[src/rtl/pal_pkg.sv]
// ----------------------------------------------------------------------------
// pal_pkg
// Shared widths, operation and status codes and the cell command type for
// the positional array list.
// ----------------------------------------------------------------------------
package pal_pkg;

  localparam int CAPACITY = 64;
  localparam int DATA_W   = 32;
  localparam int POS_W    = 7;
  localparam int OP_W     = 2;
  localparam int ST_W     = 2;
  localparam int IDX_W    = (CAPACITY > 1) ? $clog2(CAPACITY) : 1;
  localparam int CNT_W    = $clog2(CAPACITY + 1);
  localparam int CMP_W    = (POS_W > CNT_W) ? POS_W : CNT_W;

  localparam logic [OP_W-1:0] OP_INSERT = 2'd0;
  localparam logic [OP_W-1:0] OP_REMOVE = 2'd1;
  localparam logic [OP_W-1:0] OP_READ   = 2'd2;

  localparam logic [ST_W-1:0] ST_OK     = 2'd0;
  localparam logic [ST_W-1:0] ST_FULL   = 2'd1;
  localparam logic [ST_W-1:0] ST_EMPTY  = 2'd2;
  localparam logic [ST_W-1:0] ST_BADPOS = 2'd3;

  // broadcast to every cell in the chain
  typedef struct packed {
    logic              ins;
    logic              rem;
    logic              rd;
    logic [POS_W-1:0]  pos;
    logic [DATA_W-1:0] data;
  } cmd_t;

endpackage

[src/rtl/pal_cell.sv]
// ----------------------------------------------------------------------------
// pal_cell
// One list slot. Loads the new word, takes its lower neighbor on insert,
// takes its upper neighbor on remove, otherwise holds.
// ----------------------------------------------------------------------------
module pal_cell import pal_pkg::*; (
  input  logic              clk_i,
  input  logic [IDX_W-1:0]  idx_i,
  input  cmd_t              cmd_i,
  input  logic [DATA_W-1:0] lower_i,
  input  logic [DATA_W-1:0] upper_i,
  output logic [DATA_W-1:0] entry_o,
  output logic [DATA_W-1:0] rd_o
);

  logic [DATA_W-1:0] entry_q, entry_d;
  logic [CMP_W-1:0]  idx_x, pos_x;

  assign idx_x = CMP_W'(idx_i);
  assign pos_x = CMP_W'(cmd_i.pos);

  always_comb begin
    entry_d = entry_q;
    if (cmd_i.ins) begin
      if (idx_x == pos_x) begin
        entry_d = cmd_i.data;
      end else if (idx_x > pos_x) begin
        entry_d = lower_i;
      end
    end else if (cmd_i.rem) begin
      if (idx_x >= pos_x) begin
        entry_d = upper_i;
      end
    end
  end

  always_ff @(posedge clk_i) begin
    entry_q <= entry_d;
  end

  assign entry_o = entry_q;
  assign rd_o    = (cmd_i.rd && (idx_x == pos_x)) ? entry_q : '0;

endmodule

[config.mk]
export PLATFORM = sky130hd
export DESIGN_NAME = pal_cell
export DESIGN_NICKNAME = d
export VERILOG_FILES = /design/src/rtl/pal_pkg.sv /design/src/rtl/pal_cell.sv
export SDC_FILE = /design/constraint.sdc
export NUM_CORES = 1
export LEC_CHECK = 0
export BUFFER_PORTS_ARGS = -buffer_cell sky130_fd_sc_hd__buf_2
export CAP_MARGIN = 25
export CORE_MARGIN = 3
export CORE_UTILIZATION = 40
export DETAILED_ROUTE_END_ITERATION = 10
export PLACE_DENSITY = 0.88
export SLEW_MARGIN = 20
export SYNTH_ARGS = -nofsm -noshare
export SYNTH_HDL_FRONTEND = slang
export SYNTH_SLANG_ARGS = --single-unit
[constraint.sdc]
create_clock -name clk_i -period 4.8 [get_ports clk_i]
set_input_delay 0.24 -clock clk_i [delete_from_list [all_inputs] [get_ports clk_i]]
set_output_delay 0.24 -clock clk_i [all_outputs]
set_load 0.01 [all_outputs]
Yosys cells after proc, flatten, opt, wreduce, memory -nomap -nowiden
Index checks and enable logic that the tools add are counted.

cells by class
  reductions and logical operators = 4
  equal/unequal tests = 2
  order comparisons = 2
  muxes and demuxes = 6

operator list
  cell                count
  $mux 32             6
  $eq 6x7->1          1
  $ge 6x7->1          1
  $gt 6x7->1          1
  $reduce_bool 2->1   2
  $ne 3x1->1 const B  1
  $reduce_and 3->1    1
  $logic_and 1x1->1   1

word-level totals
  bits of input ports = 113
  output and inout bits = 64
  register bits = 32
  logic and storage cells = 15

Longest topological paths before layout
Gate-level depths: netlist of run 1.

  word-level depth = 4
  depth in mapped cells = 7
  depth with buffers taken out = 5

Least setup slack after synthesis of run 1
OpenSTA, ideal clock, no wires.

  path kind = input to register
  start = input port cmd_i[37] (netlist name)
  end = register entry_q[0] (netlist: entry_o[0]) (enable)
  library setup time = 472 ps
  path slack = 831 ps
  required time = 4328 ps
  stages = 6
  arrival time = 3497 ps
  path buffers = 1
  path through = inv_1 > ha_1 > and4b_1 > buf_6 > o21ai_0 > o32ai_1

on the way
  word-level cells in the longest chain between the ends = 3
  elaborated cells on any way between the ends = 6
  those cells by class = order compare (2); eq/ne (2); reduce/logical (2)

RTL lines
  item                                                       RTL line        source
  from (decl)                                                pal_cell.sv:9   input cmd_t cmd_i,
  $gt 6x7->1, or another cell as far along                   pal_cell.sv:27  end else if (idx_x > pos_x) begin
  $ne 3x1->1 (no line) or $reduce_bool 2->1 (tied branches)  n/a
  $reduce_and 3->1 (no line) (*)                             n/a
  to (signal assigned)                                       pal_cell.sv:38  entry_q <= entry_d;
  to (decl)                                                  pal_cell.sv:16  logic [DATA_W-1:0] entry_q, entry_d;

Every way passes the cells marked *; elsewhere a longest branch is shown, timed or not.
A chain may end at the register's enable or synchronous reset.

Final worst setup path of run 1
  start = input port idx_i[5]
  end = output port rd_o[19]

on the way
  word-level cells in the longest chain between the ends = 3

RTL lines
  item               RTL line        source
  from (decl)        pal_cell.sv:8   input logic [IDX_W-1:0] idx_i,
  $eq 6x7->1         pal_cell.sv:42  assign rd_o = (cmd_i.rd && (idx_x == pos_x)) ? entry_q : '0;
  $logic_and 1x1->1  pal_cell.sv:42
  $mux 32            pal_cell.sv:42
  to (decl)          pal_cell.sv:13  output logic [DATA_W-1:0] rd_o

Every way passes these cells.

==> out/summary.txt, run 1 <==
Pwr Density: 227 nW/µm²
Final setup viols: 0
post-route design area: 3150 µm²
remaining global-route overflow: 0
startpoint types: input pin
# fillers: 472
Max-Cap Viols: 0
VDD IR-drop max: 0.130 mV
f_max: 381 MHz
synthesized area: 2230 µm²
largest net degree at the start of global routing: 66
Arr. time, crit path: 2390 ps
Core Util, Final: 60.2%
Mapped Cells: 244
CTS root buffer: clkbuf_8
max FFs per register: 32
Sum Neg Setup Slack: 0 ps
most frequent cells in the layout: buf_2 (176), and3_1 (33), o21ai_0 (33), nor2_1 (33)
Hold Path Sink: entry_o[30]$_DFFE_PP_
Inserted Clock Buffers: 5
CP required: 4560 ps
residual DRC count: 0
drt via density: 5.37
cell internal pwr: 517 µW
dpl hpwl: 5460 µm
first-pass GRT wire length: 10300 µm
GPL Wtd Cong: 0.832
count of hold-fix buffers inserted at cts: 0
CP Max Fanout: 33
Critical-path top delay cell: nor2_2
unrepaired setup endpoints after global routing: false
Max clock buf depth: 2
Pre-antenna DRT Iters: 5
total routed wirelength: 7060 µm
WHS Path Cells: 3
Setup CP Type: input pin to output port
Crit. End Element: output port
Core Area: 5240 µm²
count of different cell masters after synthesis: 25
Hold/Removal Path Class: input pin to register
CP cell instances: buf_2 -> ha_1 -> nand4b_4 -> nor2_2 -> and3_1 -> buf_2
vias post-DR: 2545
total leakage power: 1.58 nW
Max Slew Vio Count: 0
PostCTS Resize Cnt: 0
clock slew at reported path FFs: 60 ps
placed instance area: 3070 µm²
initial DRC count: 192
sw power: 199 µW
vias in the first global route: 2248
Die Width: 80.6 µm
relative slew slack: 32.2%
fin nets: 523
Yosys warnings: 0
total power: 716 µW
TritonCTS clock tree: yes
chip height: 80.6 µm
antenna violations before repair: 0
Synth Register Bits: 32
Rows: 26
WL per Instance: 14.9 µm
Final Cycle Share: 54.7%
Clk pwr share: 25.7%
ANT cells: 0
total track usage: 20.5%
H-tree depth: 2
worst path buffer plus inverter count: 2
Top Family by Delay on Critical Path: simple AND/OR/NAND/NOR gates
share of cells above drive strength 1: 49.8%
final hold violations: 0
setup bufs post-CTS: 0
cell mode on critical path: buf_2
Hold Crit Start: upper_i[30]
commonest non-fill, non-tap cell in the layout: buf_2
syn_nets: 363
Antenna Nets Post-Route: 0
post-synthesis area per instance: 9.13 µm²
Starting Density: 42.5%
Seq pwr share: 49.6%
Comb pwr share: 24.7%
P&R area growth vs syn: 41.5%
Least-Margin Pin Slew: 1020 ps
hold slack: 327 ps
IO Pins: 177
CTS sink count: 32
Switching Fraction: 27.8%
status: finished clean
IO buf count: 176
min cycle time layout: 2630 ps
Die Area: 6500 µm²
crit-path max cell delay: 900 ps
sequential fraction of the synthesis area: 43.1%
[through the flow]
step | setup WS, ps | std cells
floorplan | 831 | 244
global placement | 1790 | 466
detailed placement | 1700 | 466
CTS | 1690 | 473
global route | 2000 | 474
finish | 2170 | 474
[how the worst max path moves through the flow]
stage	start	end	slack, ps	depth (start not counted)
after floorplan	cmd_i[37]	entry_o[0]$_DFFE_PP_	830	6
after global placement	cmd_i[34]	rd_o[14]	1790	7
after detailed placement	cmd_i[34]	rd_o[11]	1700	7
after CTS	cmd_i[34]	rd_o[11]	1690	7
after global routing	cmd_i[37]	rd_o[11]	2000	7
final	idx_i[5]	rd_o[19]	2170	6
[synth_stat cells]
master | number | area (µm²)
and3_1 | 33 | 206
buf_12 | 1 | 20.0
nor2_2 | 1 | 6.26
clkbuf_2 | 3 | 15.0
nand2b_1 | 1 | 6.26
nand4b_4 | 1 | 23.8
edfxtp_1 | 32 | 961
a21o_1 | 1 | 7.51
a21oi_1 | 1 | 5.00
nand3_2 | 11 | 110
dlygate4sd1_1 | 2 | 17.5
nor2_1 | 33 | 124
inv_1 | 6 | 22.5
buf_6 | 4 | 45.0
clkbuf_1 | 12 | 45.0
ha_1 | 6 | 75.1
buf_4 | 2 | 15.0
o32ai_1 | 1 | 8.76
or2_2 | 1 | 6.26
o21ai_0 | 33 | 165
nand3_1 | 22 | 110
buf_2 | 3 | 15.0
a211oi_1 | 1 | 7.51
and4b_1 | 1 | 10.0
a31oi_1 | 32 | 200
[power by group through the flow]
stage | Combinational, mW | Clock (mW) | Sequential, mW
after floorplan | 0.0776 | 0 | 0.373
after global placement | 0.171 | 0 | 0.359
after detailed placement | 0.175 | 0 | 0.361
after CTS | 0.176 | 0.189 | 0.355
after global routing | 0.194 | 0.201 | 0.358
final | 0.177 | 0.184 | 0.355
[cell type report]
type | count | area, µm² | area share (%)
multi-input cells | 179 | 1090 | 34.6
flip-flops and latches | 32 | 961 | 30.5
repair buffers | 180 | 915 | 29.0
clock buffers | 6 | 72.6 | 2.30
well taps | 70 | 87.6 | 2.78
inverters | 6 | 22.5 | 0.714
clock inverters | 1 | 5.00 | 0.159
[kinds of logic after synthesis]
kind of cell / share of synthesized area, %
and+or+nand+nor: 27.1
AOI/OAI and AO/OA: 17.7
adders and majority gates: 3.37
DFF: 43.1
buffers and inverters: 8.76
[per-layer routing]
layer	vias to the layer above	share of wire [%]	GRT usage [%]
met3	11	9.5	2.80
met4	0	1.3	5.91
li1	1232	-	-
met2	157	52	37.4
met5	-	0	0
met1	1145	38	24.9
(Power assumes the default switching activity.)
==> run 2: changes to the inputs <==
ABC_AREA = 1   (was not set)
CORE_UTILIZATION = 42   (was 40)
PLACE_DENSITY = 0.89   (was 0.88)
clock period = 2.6 ns   (was 4.8 ns; I/O delays follow)
==> out/summary.txt, run 2 <==
Final setup viols: 0
total track usage: 20.2%
initial DRC count: 93
Area contributors post-synth: edfxtp_1 (39%), inv_1 (16%), nand3b_1 (9.4%)
Yosys warnings: 0
Hold/Removal Path Class: input pin to register
PostCTS Resize Cnt: 0
H-tree depth: 2
share of the synthesized area in the top cell type: 39.0%
count of different cell masters after synthesis: 18
ANT cells: 0
CP required: 2470 ps
synthesized area: 2470 µm²
# fillers: 519
Max clock buf depth: 2
dpl hpwl: 5870 µm
leading area contributor after synthesis: edfxtp_1
Max-Cap Viols: 0
max FFs per register: 32
Starting Density: 44.0%
Core Util, Final: 62.0%
async set-reset flop share out of synthesis: 0%
sequential fraction of the synthesis area: 39.0%
VDD IR-drop max: 0.229 mV
Antenna Nets Post-Route: 0
f_max: 491 MHz
Core Area: 5610 µm²
count of hold-fix buffers inserted at cts: 0
vias in the first global route: 2462
relative slew slack: 63.3%
Synth Flop Type: edfxtp_1
residual DRC count: 0
Die Area: 6830 µm²
Sum Neg Setup Slack: 0 ps
vias post-DR: 2695
startpoint types: input pin
IO Pins: 177
antenna violations before repair: 0
chip height: 82.6 µm
total routed wirelength: 7220 µm
fin nets: 632
Inserted Clock Buffers: 5
CP Max Fanout: 22
Die Width: 82.6 µm
Reg area: 961 µm²
most frequent cells in the layout: buf_2 (176), inv_1 (103), nand2_1 (41)
Pwr Density: 425 nW/µm²
Crit. End Element: output port
Synth Register Bits: 32
CTS sink count: 32
Final Cycle Share: 78.3%
Commonest cells post-synth: inv_1 (103), nand2_1 (41), nor2_1 (38), nand3_1 (35), edfxtp_1 (32)
count leader, synth: inv_1
commonest non-fill, non-tap cell in the layout: buf_2
final hold violations: 0
total leakage power: 2.12 nW
drt via density: 4.60
post-synthesis area per instance: 7.21 µm²
share of cells above drive strength 1: 37.9%
IO buf count: 176
largest net degree at the start of global routing: 35
syn_nets: 461
unrepaired setup endpoints after global routing: false
TritonCTS clock tree: yes
clock slew at reported path FFs: 70 ps
Post-synth EDFFs: 32
Mapped Cells: 342
Rows: 27
status: finished clean
Arr. time, crit path: 1910 ps
Least-Margin Pin Slew: 550 ps
CTS root buffer: clkbuf_8
WL per Instance: 12.3 µm
remaining global-route overflow: 0
GPL Wtd Cong: 0.911
Max Slew Vio Count: 0
setup bufs post-CTS: 0
min cycle time layout: 2040 ps
Pre-antenna DRT Iters: 4
P&R area growth vs syn: 40.9%
area of the multi-input gates: 998 µm²
Setup CP Type: input pin to output port
first-pass GRT wire length: 10700 µm
[run 2: changes by cell type after synthesis, moves of 5 or more]
cell	delta
inv_1	+97
clkbuf_1	-9
nor2_1	+5
o21ai_1	+30
nand3_2	-10
o21ai_0	-32
nand2_1	+41
a31oi_1	-32
nand3_1	+13
buf_4	+5
and3_1	-33
nand3b_1	+31
[run 2: layer usage]
| layer | vias up | wire length [µm] | global-route usage [%] |
|---|---|---|---|
| met2 | 114 | 3940 | 38.8 |
| met1 | 1188 | 2650 | 22.5 |
| met4 | 0 | 127 | 6.70 |
| li1 | 1381 | - | - |
| met5 | - | 0 | 0 |
| met3 | 12 | 498 | 3.15 |
[run 2: final timing paths]
path        from              endpoint  slack, ps  cells past startpoint
min   upper_i[8]  entry_o[8]$_DFFE_PP_        160                      3
max    cmd_i[37]              rd_o[14]        560                      9
[run 2: critical path: stages]
cell	delay, ps
buf_2	70
inv_1	30
ha_1	280
nand2_1	90
nor2_4	410
nand3_2	310
buf_4	290
nor2_1	120
buf_2	140
[run 2: power breakdown]
part	switching [mW]	internal, mW
Sequential	0.0309	0.641
Clock	0.172	0.279
Combinational	0.195	0.161
Total	0.398	1.08
[run 2: per-stage QoR]
step           instances  power (mW)  cell area, µm²  hold slack (ps)  setup WS (ps)
6_report             586        1.48            3480              164            565
2_1_floorplan        342       0.866            2470              353            417
3_5_place_dp         578        1.04            3370              449            559
5_1_grt              586        1.58            3480              154            342
4_1_cts              586        1.50            3480              155            571
3_3_place_gp         578        1.03            3370              446            640
[run 2: cells by family after synthesis]
family          after synthesis  synth area share, %
compound gates               31                 6.29
simple gates                151                 30.8
buf+inv                     122                 20.9
fa+ha+maj                     6                 3.04
flops                        32                 39.0
[run 2: layout make-up]
class / count / share of cell area, %
clock buffer: 5 / 1.98
clock inverter: 3 / 1.08
inverter: 103 / 11.1
multi-input combinational: 188 / 28.7
sequential: 32 / 27.6
tap: 72 / 2.59
timing repair buffer: 183 / 26.9
==> run 3: changes to the inputs <==
CORE_UTILIZATION = 37   (was 42)
PLACE_DENSITY = 0.84   (was 0.89)
clock period = 1.7 ns   (was 2.6 ns; I/O delays follow)
==> out/summary.txt, run 3 (synthesis results as in run 2) <==
status: finished clean
Max Slew Vio Count: 0
VDD IR-drop max: 0.271 mV
Starting Density: 38.4%
clock slew at reported path FFs: 70 ps
antenna violations before repair: 0
Inserted Clock Buffers: 5
chip height: 87.6 µm
total routed wirelength: 7090 µm
drt via density: 4.50
max FFs per register: 32
hold slack: 125 ps
IO buf count: 176
Pwr Density: 599 nW/µm²
Seq pwr share: 47.4%
unrepaired setup endpoints after global routing: false
Antenna Nets Post-Route: 0
Setup CP Type: input pin to output port
CTS sink count: 32
vias in the first global route: 2501
dpl hpwl: 5850 µm
IO Pins: 177
relative slew slack: 80.8%
first-pass GRT wire length: 10900 µm
Hold/Removal Path Class: input pin to register
Arr. time, crit path: 1520 ps
share of cells above drive strength 1: 40.8%
startpoint types: input pin
largest net degree at the start of global routing: 33
WL per Instance: 11.9 µm
residual DRC count: 0
WHS Path Cells: 3
sw power: 625 µW
Core Util, Final: 56.3%
count of hold-fix buffers inserted at cts: 0
total track usage: 17.7%
Final WS setup: 94.2 ps
total leakage power: 2.16 nW
Max-Cap Viols: 0
CTS root buffer: clkbuf_8
H-tree depth: 2
Switching Fraction: 28.9%
CP required: 1620 ps
Core Area: 6420 µm²
Final Cycle Share: 94.5%
min cycle time layout: 1610 ps
Final setup viols: 0
Max clock buf depth: 2
Comb pwr share: 27.5%
PostCTS Resize Cnt: 0
TritonCTS clock tree: yes
cell internal pwr: 1.54 mW
Crit. End Element: output port
Die Area: 7680 µm²
Clk pwr share: 25.1%
setup bufs post-CTS: 0
P&R area growth vs syn: 46.5%
DP Worst Slack: 27.3 ps
Least-Margin Pin Slew: 288 ps
fin nets: 637
ANT cells: 0
initial DRC count: 100
commonest non-fill, non-tap cell in the layout: buf_2
most frequent cells in the layout: buf_2 (176), inv_1 (101), nand2_1 (38)
Die Width: 87.6 µm
Pre-antenna DRT Iters: 4
final hold violations: 0
GPL Wtd Cong: 0.794
CP Max Fanout: 15
f_max: 623 MHz
vias post-DR: 2681
Rows: 29
remaining global-route overflow: 0
-- run 3: cell types whose count changed in the layout (fill, tap and decap cells not counted), moves of 2 or more --
cell and change:
inv_1 -2, ha_1 -4, buf_12 +2, nand2_2 +2, buf_4 +2, ha_4 +4, nand2_1 -3, clkinv_2 +2
-- run 3: metal layers --
metal  track usage [%]  up-vias  part of all wire, %
li1                  -     1394                    -
met1              20.1     1184                   39
met2              34.0       97                   54
met3              2.63        6                  6.0
met4              5.02        0                  1.1
met5                 0        -                    0
-- run 3: layout make-up --
| type | instances | area, µm² |
|---|---|---|
| fillers | 618 | 2810 |
| multi-input cells | 188 | 1070 |
| repair buffers | 188 | 1000 |
| flip-flops and latches | 32 | 961 |
| inverters | 103 | 402 |
| well taps | 77 | 96.3 |
| clock buffers | 5 | 68.8 |
| clock inverters | 3 | 13.8 |
-- run 3: final timing paths --
check,start,end,slack (ps)
worst max-delay path,cmd_i[37],rd_o[10],90
worst min-delay path,upper_i[26],entry_o[26]$_DFFE_PP_,130
-- run 3: worst max-delay path, stage by stage --
cell and delay [ps]:
buf_2 160, inv_12 30, ha_4 270, nand2_4 50
nor2_4 170, buf_8 190, nand3_2 90, buf_4 200
nor2_1 120, buf_2 150
-- run 3: power groups by stage --
stage	clock network (mW)	registers, mW	logic, mW
2_1_floorplan	0	1.08	0.268
3_3_place_gp	0	1.04	0.580
3_5_place_dp	0	1.04	0.598
4_1_cts	0.561	1.03	0.600
5_1_grt	0.596	1.04	0.667
6_report	0.543	1.03	0.595
-- run 3: through the flow --
| stage | power (mW) | instance area (µm²) | setup TNS, ps | cells |
|---|---|---|---|---|
| after global placement | 1.62 | 3520 | 0 | 588 |
| after CTS | 2.19 | 3610 | 0 | 596 |
| final | 2.16 | 3610 | 0 | 596 |
| after detailed placement | 1.64 | 3520 | 0 | 588 |
| after floorplan | 1.35 | 2560 | -1580 | 342 |
| after global routing | 2.30 | 3610 | 0 | 596 |
